File: config.mk
export PLATFORM = sky130hd
export DESIGN_NAME = led_grid_command_decoder
export DESIGN_NICKNAME = d
export VERILOG_FILES = /design/src/rtl/lgcd_pkg.sv /design/src/rtl/led_grid_command_decoder.sv
export SDC_FILE = /design/constraint.sdc
export NUM_CORES = 1
export LEC_CHECK = 0
export ABC_CLOCK_PERIOD_IN_PS = 4650
export BUFFER_PORTS_ARGS = -buffer_cell sky130_fd_sc_hd__buf_2
export CORE_ASPECT_RATIO = 0.75
export CORE_MARGIN = 3
export CORE_UTILIZATION = 54
export CTS_BUF_LIST = sky130_fd_sc_hd__clkbuf_4
export DETAILED_ROUTE_END_ITERATION = 10
export MAX_ROUTING_LAYER = met4
export PLACE_DENSITY_LB_ADDON = 0.2
export SYNTH_ARGS = -nofsm -noshare
export SYNTH_HDL_FRONTEND = slang
export SYNTH_SLANG_ARGS = --single-unit
File: constraint.sdc
create_clock -name clk -period 4.65 [get_ports clk]
set_input_delay 0.6975 -clock clk [delete_from_list [all_inputs] [get_ports clk]]
set_output_delay 0.6975 -clock clk [all_outputs]
set_load 0.05 [all_outputs]
File: src/rtl/lgcd_pkg.sv
`timescale 1ns / 1ps
// ----------------------------------------------------------------------------
// lgcd_pkg
// Packet kinds, driver register codes and helpers for the LED grid
// command decoder.
// ----------------------------------------------------------------------------
package lgcd_pkg;

  localparam logic [3:0] KIND_LED_ON    = 4'd2;
  localparam logic [3:0] KIND_LED_OFF   = 4'd3;
  localparam logic [3:0] KIND_ROW       = 4'd4;
  localparam logic [3:0] KIND_COL       = 4'd5;
  localparam logic [3:0] KIND_ROW_BOTH  = 4'd6;
  localparam logic [3:0] KIND_COL_LONG  = 4'd7;
  localparam logic [3:0] KIND_FRAME     = 4'd8;
  localparam logic [3:0] KIND_CLEAR     = 4'd9;
  localparam logic [3:0] KIND_INTENSITY = 4'd10;
  localparam logic [3:0] KIND_MODE      = 4'd11;
  localparam logic [3:0] KIND_TILT      = 4'd12;
  localparam logic [3:0] KIND_COUNT     = 4'd13;

  localparam logic [3:0] REG_INTENSITY  = 4'd10;
  localparam logic [3:0] REG_SHUTDOWN   = 4'd12;
  localparam logic [3:0] REG_TEST       = 4'd15;

  localparam logic [1:0] MODE_NORMAL    = 2'd0;
  localparam logic [1:0] MODE_TEST      = 2'd1;
  localparam logic [1:0] MODE_SHUTDOWN  = 2'd2;
  localparam logic [1:0] MODE_NONE      = 2'd3;

  localparam logic [7:0] TIMEOUT_RESET  = 8'd40;

  function automatic logic [3:0] pkt_len(input logic [3:0] kind);
    logic [3:0] len;
    case (kind) inside
      [4'd0:4'd5]:               len = 4'd2;
      KIND_ROW_BOTH, KIND_COL_LONG: len = 4'd3;
      KIND_FRAME:                len = 4'd9;
      default:                   len = 4'd1;
    endcase
    return len;
  endfunction

  function automatic logic [7:0] flip8(input logic [7:0] v);
    logic [7:0] r;
    for (int i = 0; i < 8; i++) begin
      r[7 - i] = v[i];
    end
    return r;
  endfunction

endpackage

File: src/rtl/led_grid_command_decoder.sv
`timescale 1ns / 1ps
// ----------------------------------------------------------------------------
// led_grid_command_decoder
// Assembles command bytes into packets, keeps the display in two banked
// memories and emits LED driver words.
// ----------------------------------------------------------------------------
// Tick or non-final byte: busy stays low. Final byte: dispatch sets the
// first word (intensity, mode), row pass after a bank read (row, column,
// frame, clear) or a write and re-read (LED on/off); eight-row commands
// give one word per cycle, set by one row read a cycle from the two banks.
// busy stays high until the cycle after the last word; results never stall.
// Reset clears control state and display valid bits; timeout_limit goes to 40.
module led_grid_command_decoder (
  input  logic        clk,
  input  logic        rst,
  input  logic        start,
  output logic        busy,
  input  logic        op,
  input  logic [7:0]  rx_byte,
  output logic        strobe,
  output logic [3:0]  driver_reg,
  output logic [7:0]  data_first,
  output logic [7:0]  data_second,
  output logic        tilt_enable,
  output logic        last,
  input  logic        psel,
  input  logic        penable,
  input  logic        pwrite,
  input  logic [2:0]  paddr,
  input  logic [31:0] pwdata,
  output logic [31:0] prdata,
  output logic        pready
);
  import lgcd_pkg::*;

  localparam logic [2:0] S_IDLE      = 3'd0;
  localparam logic [2:0] S_DISPATCH  = 3'd1;
  localparam logic [2:0] S_LED_WR    = 3'd2;
  localparam logic [2:0] S_ROW_FIRST = 3'd3;
  localparam logic [2:0] S_ROW_PASS  = 3'd4;
  localparam logic [2:0] S_MODE2     = 3'd5;

  logic [2:0] state, state_next;
  logic [3:0] byte_count;
  logic [3:0] expected_length;
  logic [3:0] packet_kind;
  logic [7:0] idle_ticks;
  logic       tilt_flag;
  logic [7:0] timeout_limit;
  logic [2:0] cur_row, cur_row_next;
  logic       pass_all, pass_all_next;
  logic [7:0] packet_bytes [9];

  // bank a holds halves 0 and 2, bank b halves 1 and 3; address {h[1], row}
  logic [7:0] mem_a [16];
  logic [7:0] mem_b [16];
  logic [15:0] vld_a, vld_b;
  logic [7:0] rd_a, rd_b;
  logic       rd_a_vld, rd_b_vld;
  logic [3:0] rd_addr, wr_addr;
  logic       wr_a, wr_b;
  logic [7:0] wd_a, wd_b;

  logic       accept, cfg_wr;
  logic [3:0] cnt_cur, cnt_new, len_new, kind_new, first_type;
  logic       first_ok, complete;

  logic       emit, emit_last;
  logic [3:0] emit_reg;
  logic [7:0] emit_d1, emit_d2;

  logic [7:0] b0, b1, b2;
  logic [7:0] old_a, old_b, led_old, led_new, led_mask;
  logic [7:0] col_mask, col_old, col_new, new_a, new_b;
  logic       led_h0, led_h1, last_row;
  logic [3:0] frame_idx;

  assign pready      = 1'b1;
  assign tilt_enable = tilt_flag;
  assign busy        = (state != S_IDLE) || strobe;
  assign accept      = start && !busy;
  assign cfg_wr      = psel && penable && pwrite && pready;
  assign prdata      = paddr[2] ? 32'd0 : {24'd0, timeout_limit};

  assign b0 = packet_bytes[0];
  assign b1 = packet_bytes[1];
  assign b2 = packet_bytes[2];

  // packet assembly
  always_comb begin
    cnt_cur    = (byte_count > 4'd8) ? 4'd0 : byte_count;
    first_type = rx_byte[7:4];
    first_ok   = first_type < KIND_COUNT;
    kind_new   = packet_kind;
    len_new    = expected_length;
    cnt_new    = cnt_cur + 4'd1;
    if (cnt_cur == 4'd0) begin
      if (first_ok) begin
        kind_new = first_type;
        len_new  = pkt_len(first_type);
        cnt_new  = 4'd1;
      end else begin
        cnt_new  = 4'd0;
      end
    end
    complete = (cnt_new != 4'd0) && (cnt_new == len_new);
  end

  // display datapath
  always_comb begin
    old_a    = rd_a_vld ? rd_a : 8'd0;
    old_b    = rd_b_vld ? rd_b : 8'd0;
    led_h0   = b1[7];
    led_h1   = b1[3];
    led_mask = 8'd1 << b1[6:4];
    led_old  = led_h0 ? old_b : old_a;
    led_new  = (packet_kind == KIND_LED_ON) ? (led_old | led_mask) : (led_old & ~led_mask);
    col_mask = 8'd1 << b0[2:0];
    col_old  = b0[3] ? old_b : old_a;
    col_new  = b1[cur_row] ? (col_old | col_mask) : (col_old & ~col_mask);
    frame_idx = {1'b0, cur_row} + 4'd1;
    new_a    = old_a;
    new_b    = old_b;
    case (packet_kind)
      KIND_ROW: begin
        new_a = b1;
      end
      KIND_ROW_BOTH: begin
        new_a = b1;
        new_b = b2;
      end
      KIND_COL, KIND_COL_LONG: begin
        if (b0[3]) new_b = col_new;
        else       new_a = col_new;
      end
      KIND_FRAME: begin
        if (b0[0]) new_b = packet_bytes[frame_idx];
        else       new_a = packet_bytes[frame_idx];
      end
      KIND_CLEAR: begin
        new_a = {8{b0[0]}};
        new_b = {8{b0[0]}};
      end
      default: begin
      end
    endcase
    last_row = !pass_all || (cur_row == 3'd7);
  end

  // sequencer
  always_comb begin
    state_next    = state;
    cur_row_next  = cur_row;
    pass_all_next = pass_all;
    rd_addr       = {1'b0, cur_row};
    wr_a          = 1'b0;
    wr_b          = 1'b0;
    wr_addr       = {1'b0, cur_row};
    wd_a          = new_a;
    wd_b          = new_b;
    emit          = 1'b0;
    emit_last     = 1'b0;
    emit_reg      = {1'b0, cur_row} + 4'd1;
    emit_d1       = flip8(new_a);
    emit_d2       = flip8(new_b);
    case (state)
      S_IDLE: begin
        if (accept && !op && complete) state_next = S_DISPATCH;
      end
      S_DISPATCH: begin
        state_next = S_IDLE;
        case (packet_kind)
          KIND_LED_ON, KIND_LED_OFF: begin
            rd_addr       = {led_h1, b1[2:0]};
            cur_row_next  = b1[2:0];
            pass_all_next = 1'b0;
            state_next    = S_LED_WR;
          end
          KIND_ROW, KIND_ROW_BOTH: begin
            if (b0[3:0] <= 4'd7) begin
              rd_addr       = {1'b0, b0[2:0]};
              cur_row_next  = b0[2:0];
              pass_all_next = 1'b0;
              state_next    = S_ROW_PASS;
            end
          end
          KIND_COL, KIND_COL_LONG, KIND_CLEAR, KIND_FRAME: begin
            if (packet_kind != KIND_FRAME || !b0[1]) begin
              rd_addr       = 4'd0;
              cur_row_next  = 3'd0;
              pass_all_next = 1'b1;
              state_next    = S_ROW_PASS;
            end
          end
          KIND_INTENSITY: begin
            emit      = 1'b1;
            emit_last = 1'b1;
            emit_reg  = REG_INTENSITY;
            emit_d1   = {4'd0, b0[3:0]};
            emit_d2   = {4'd0, b0[3:0]};
          end
          KIND_MODE: begin
            if (b0[1:0] != MODE_NONE) begin
              emit       = 1'b1;
              emit_reg   = REG_SHUTDOWN;
              emit_d1    = (b0[1:0] == MODE_SHUTDOWN) ? 8'd0 : 8'd1;
              emit_d2    = emit_d1;
              state_next = S_MODE2;
            end
          end
          default: begin
          end
        endcase
      end
      S_LED_WR: begin
        wr_addr    = {led_h1, b1[2:0]};
        wd_a       = led_new;
        wd_b       = led_new;
        wr_a       = !led_h0;
        wr_b       = led_h0;
        state_next = S_ROW_FIRST;
      end
      S_ROW_FIRST: begin
        state_next = S_ROW_PASS;
      end
      S_ROW_PASS: begin
        wr_a      = (packet_kind == KIND_ROW) || (packet_kind == KIND_ROW_BOTH) ||
                    (packet_kind == KIND_CLEAR) ||
                    (((packet_kind == KIND_COL) || (packet_kind == KIND_COL_LONG)) && !b0[3]) ||
                    ((packet_kind == KIND_FRAME) && !b0[0]);
        wr_b      = (packet_kind == KIND_ROW_BOTH) || (packet_kind == KIND_CLEAR) ||
                    (((packet_kind == KIND_COL) || (packet_kind == KIND_COL_LONG)) && b0[3]) ||
                    ((packet_kind == KIND_FRAME) && b0[0]);
        emit      = 1'b1;
        emit_last = last_row;
        rd_addr   = {1'b0, cur_row + 3'd1};
        if (last_row) begin
          state_next = S_IDLE;
        end else begin
          cur_row_next = cur_row + 3'd1;
        end
      end
      S_MODE2: begin
        emit       = 1'b1;
        emit_last  = 1'b1;
        emit_reg   = REG_TEST;
        emit_d1    = (b0[1:0] == MODE_TEST) ? 8'd1 : 8'd0;
        emit_d2    = emit_d1;
        state_next = S_IDLE;
      end
      default: begin
        state_next = S_IDLE;
      end
    endcase
  end

  always_ff @(posedge clk) begin
    if (rst) begin
      state           <= S_IDLE;
      byte_count      <= 4'd0;
      expected_length <= 4'd1;
      packet_kind     <= 4'd0;
      idle_ticks      <= 8'd0;
      tilt_flag       <= 1'b0;
      timeout_limit   <= TIMEOUT_RESET;
      cur_row         <= 3'd0;
      pass_all        <= 1'b0;
      strobe          <= 1'b0;
      vld_a           <= '0;
      vld_b           <= '0;
    end else begin
      state    <= state_next;
      cur_row  <= cur_row_next;
      pass_all <= pass_all_next;
      strobe   <= emit;
      if (cfg_wr && !paddr[2]) timeout_limit <= pwdata[7:0];
      if (accept) begin
        if (op) begin
          if (idle_ticks > timeout_limit) byte_count <= 4'd0;
          else                            idle_ticks <= idle_ticks + 8'd1;
        end else begin
          packet_kind     <= kind_new;
          expected_length <= len_new;
          byte_count      <= complete ? 4'd0 : cnt_new;
          if (cnt_cur == 4'd0 && first_ok) idle_ticks <= 8'd0;
        end
      end
      if (state == S_DISPATCH && packet_kind == KIND_TILT) tilt_flag <= b0[0];
      if (wr_a) vld_a[wr_addr] <= 1'b1;
      if (wr_b) vld_b[wr_addr] <= 1'b1;
    end
  end

  always_ff @(posedge clk) begin
    if (accept && !op) packet_bytes[cnt_cur] <= rx_byte;
    if (emit) begin
      driver_reg  <= emit_reg;
      data_first  <= emit_d1;
      data_second <= emit_d2;
      last        <= emit_last;
    end
  end

  always_ff @(posedge clk) begin
    if (wr_a) mem_a[wr_addr] <= wd_a;
    if (wr_b) mem_b[wr_addr] <= wd_b;
    rd_a     <= mem_a[rd_addr];
    rd_b     <= mem_b[rd_addr];
    rd_a_vld <= vld_a[rd_addr];
    rd_b_vld <= vld_b[rd_addr];
  end

endmodule

==> metrics.md <==
| Metric | Value |
|---|---|
| Outcome | complete, no violations |
| Period utilization | 0.8825 |
| Min-Delay Path Depth | 2 |
| Synthesis Warnings | 0 |
| Slowest CP cell | ha_1 |
| Fmax | 0.2437 GHz |
| CTS Hold Bufs | 0 |
| Share of cells above drive strength 1 | 0.1755 |
| Clock Tree Buf Depth | 3 |
| FFs w/ async S/R, synth | 0 |
| Yosys cell types | 76 |
| Seq. cell area | approximately 12000 µm² |
| Vias | ~14k |
| Hold Fails Final Rpt | 0 |
| TNS Setup | 0 ns |
| Top Registers | mem_a x128, mem_b x128, packet_bytes x80 |
| Relative slew margins | 0.1666 |
| Synth top area share | 0.5304 |
| Final wirelength | 50210 µm |
| Vias in the first global route | between 10k and 15k |
| Initial Util | 0.5552 |
| Multi-input logic area | 7061 µm² |
| Worst Setup End Kind | register |
| Die area | 39810 µm² |
| Nets@finish | 1806 |
| Net Sw Frac | 0.2304 |
| Cell Chain, Critical Path | ha_1 -> buf_4 -> mux4_2 -> nand2_1 -> a31oi_1 -> nand2_1 -> o21ai_0 -> a2111oi_0 -> a21oi_1 |
| Area grow syn2layout | 9.824% |
| Synth Area per Inst | ~12 µm² |
| Mapped Cells | 1664 |
| Avg WL per Cell | 21.75 µm |
| CTS Root Cell | clkbuf_4 |
| Die X | 229.4 µm |
| R2R Setup Slk | 0.55 ns |
| Combinational Power Share | 0.047 |
| Worst path most repeated cell | nand2_1 |
| Max Cap Viol | 0 |
| Crit start category | register |
| FF+latch count, synth | 444 |
| Most frequent cells in the layout | edfxtp_1 (357), clkbuf_4 (161), nor2_1 (140), a21oi_1 (96), nand2_1 (91) |
| Core region area | 36410 µm² |
| R2R cell count | 9 |
| Skew final | 0.04524 ns |
| Dpl hpwl | ~33000 µm |
| Drt pass-1 iters | 6 |
| Clock tree sinks | 444 |
| Insertion delay to the later sink of the worst-skew pair | between 0.8 and 0.9 ns |
| Leading cell type in the layout, fill and taps excluded | edfxtp_1 |
| Worst slew pin tran | 1.250 ns |
| Cell Area, Synth | about 20000 µm² |
| Register area share after synthesis | 0.6165 |
| Crit path DAT | roughly 4.5 ns |
| Port Buf Inserts | 55 |
| Maximum VDD drop | 266.6 µV |
| Fin crit period | 4.104 ns |
| Initial DRC count | 1547 |
| PostCTS Resize Cnt | 0 |
| Kind of critical path | reg -> reg |
| EDFF count, synth | 357 |
| Total setup buffers inserted after CTS | 0 |
| Rows | 60 |
| R2R Path Start | cur_row[1]$_SDFFE_PP0P_ |
| Fillers | 2911 |
| Grt ovf | 0 |
| Post-route DRC | 0 |
| # setup viols final | 0 |
| CP Max Fanout | 16 |
| P_leak | 7.706 nW |
| GPL Wtd Cong | about 0.94 |
| CTS tree | built |
| Largest net degree at the start of global routing | 145 |
| Pwr dens | 355.8 nW/µm² |
| Clk pin slew, worst setup/hold paths | 0.07 ns |
| Top cells by area, synth | edfxtp_1 (53%), dfxtp_1 (8.6%), o211ai_1 (3.1%) |
| First-pass GRT wire length | slightly below 80000 µm |
| CTS Buf Count | around 100 |
| I/O pin count | 107 |
| Unrepaired setup endpoints after global routing | no |
| Min-Delay Path Class | in -> reg |
| Sequential Power Share | 0.549 |
| GRT Overall Usage | 0.2551 |
| Sw power | around 0.0018 W |
| Max-slew violations | 0 |
| Initial antenna violation count | 1 |
| Dominant synthesized flop cell | edfxtp_1 |
| Vias per cell | 6.143 |
| Hold path endpoint | timeout_limit[5]$_SDFFE_PP1P_ |
| Worst path max stage delay | 0.91 ns |
| Fin Hold WS | about 0.12 ns |
| Post-route ant nets | 0 |
| Largest area contributor in the netlist | edfxtp_1 |
| H-tree levels | 3 |
| Clk network pwr share | 0.404 |
| Critical Path RT | 5.03 ns |
| Hold path startpoint | pwdata[5] |
| Die H | about 170 µm |
| End of the worst register-to-register path | mem_b[4][0]$_DFFE_PP_ |
| Internal cell power | 0.006079 W |
[power groups by stage]
stage                     registers [W]  clock network, W  logic, W
final                           0.00434           0.00319  0.000375
after global routing            0.00433           0.00347  0.000403
after CTS                       0.00433           0.00325  0.000367
after detailed placement        0.00442                 0  0.000366
after global placement          0.00442                 0  0.000358
after floorplan                 0.00440                 0  0.000279
[final cells by class]
| class | instances | area share |
|---|---|---|
| multi-input combinational | 1068 | 0.3181 |
| sequential | 444 | 0.5614 |
| timing repair buffer | 95 | 0.02762 |
| tap | 496 | 0.02796 |
| clock inverter | 17 | 0.005862 |
| antenna | 1 | 0.0001127 |
| clock buffer | 161 | 0.05445 |
| inverter | 27 | 0.004565 |
[worst max-delay path, delay by kind of cell, from the launching register on]
| kind | cells | cell delay (ns) |
|---|---|---|
| and+or+nand+nor | 2 | 0.16 |
| buffers and inverters | 1 | 0.30 |
| muxes | 1 | 0.30 |
| AOI/OAI and AO/OA | 4 | 1.57 |
| adders and majority gates | 1 | 0.91 |
| DFF | 1 | 0.42 |
[how the worst max path moves through the flow]
stage	end	depth (start not counted)	start	slack (ns)
after global placement	mem_b[5][0]$_DFFE_PP_	9	cur_row[1]$_SDFFE_PP0P_	0.67
after detailed placement	mem_b[4][0]$_DFFE_PP_	9	cur_row[1]$_SDFFE_PP0P_	0.62
after CTS	mem_b[4][0]$_DFFE_PP_	9	cur_row[1]$_SDFFE_PP0P_	0.61
after global routing	mem_b[12][0]$_DFFE_PP_	9	cur_row[1]$_SDFFE_PP0P_	0.37
final	mem_b[4][0]$_DFFE_PP_	9	cur_row[1]$_SDFFE_PP0P_	0.55
after floorplan	mem_a[0][7]$_DFFE_PP_	9	cur_row[0]$_SDFFE_PP0P_	1.47
[metal layers]
metal,track usage,routed length (µm)
met2,0.3341,20510
met3,0.06965,4772
met1,0.3890,24160
met4,0.06661,772
met5,-,0
[synth_stat cells, types with 9 or more instances]
| cell type | number |
|---|---|
| a211oi_1 | 17 |
| a21boi_0 | 72 |
| a21oi_1 | 97 |
| a22o_1 | 18 |
| a31oi_1 | 15 |
| and3_1 | 89 |
| buf_2 | 24 |
| buf_4 | 29 |
| clkbuf_1 | 92 |
| dfxtp_1 | 87 |
| edfxtp_1 | 357 |
| ha_1 | 16 |
| inv_1 | 25 |
| mux2_1 | 20 |
| mux2_2 | 17 |
| mux2i_1 | 43 |
| mux4_2 | 18 |
| nand2_1 | 91 |
| nand2b_1 | 12 |
| nand3_1 | 36 |
| nand4_1 | 24 |
| nor2_1 | 141 |
| nor2b_1 | 23 |
| nor3_1 | 9 |
| o211ai_1 | 84 |
| o21a_1 | 10 |
| o21ai_0 | 54 |
| o22ai_1 | 22 |
| or3_1 | 27 |
[cell families (layout without fill, tap and decap cells)]
logic type | count (synthesis) | in the layout | synth area share
XOR/XNOR | 3 | 3 | 0.001300
other | 2 | 26 | 0.0003715
multiplexers | 98 | 98 | 0.06196
AND/OR/NAND/NOR | 491 | 491 | 0.1237
buffers and inverters | 175 | 300 | 0.03974
flip-flops | 444 | 444 | 0.6165
AO/OA/AOI/OAI | 435 | 435 | 0.1465
adder cells (fa/ha/maj) | 16 | 16 | 0.009904
[metrics by stage]
| stage | utilization | setup WS [ns] | std cells | power, W | instance area [µm²] |
|---|---|---|---|---|---|
| 3_3_place_gp | 0.5729 | 0.6678 | 2130 | 0.004778 | 20860 |
| 6_report | 0.6097 | 0.5462 | 2309 | 0.007899 | 22200 |
| 2_1_floorplan | - | 1.470 | 1687 | 0.004680 | 20300 |
| 4_1_cts | 0.6096 | 0.6141 | 2308 | 0.007954 | 22200 |
| 5_1_grt | 0.6097 | 0.3690 | 2309 | 0.008209 | 22200 |
| 3_5_place_dp | 0.5729 | 0.6171 | 2130 | 0.004786 | 20860 |
(Power assumes the default switching activity.)
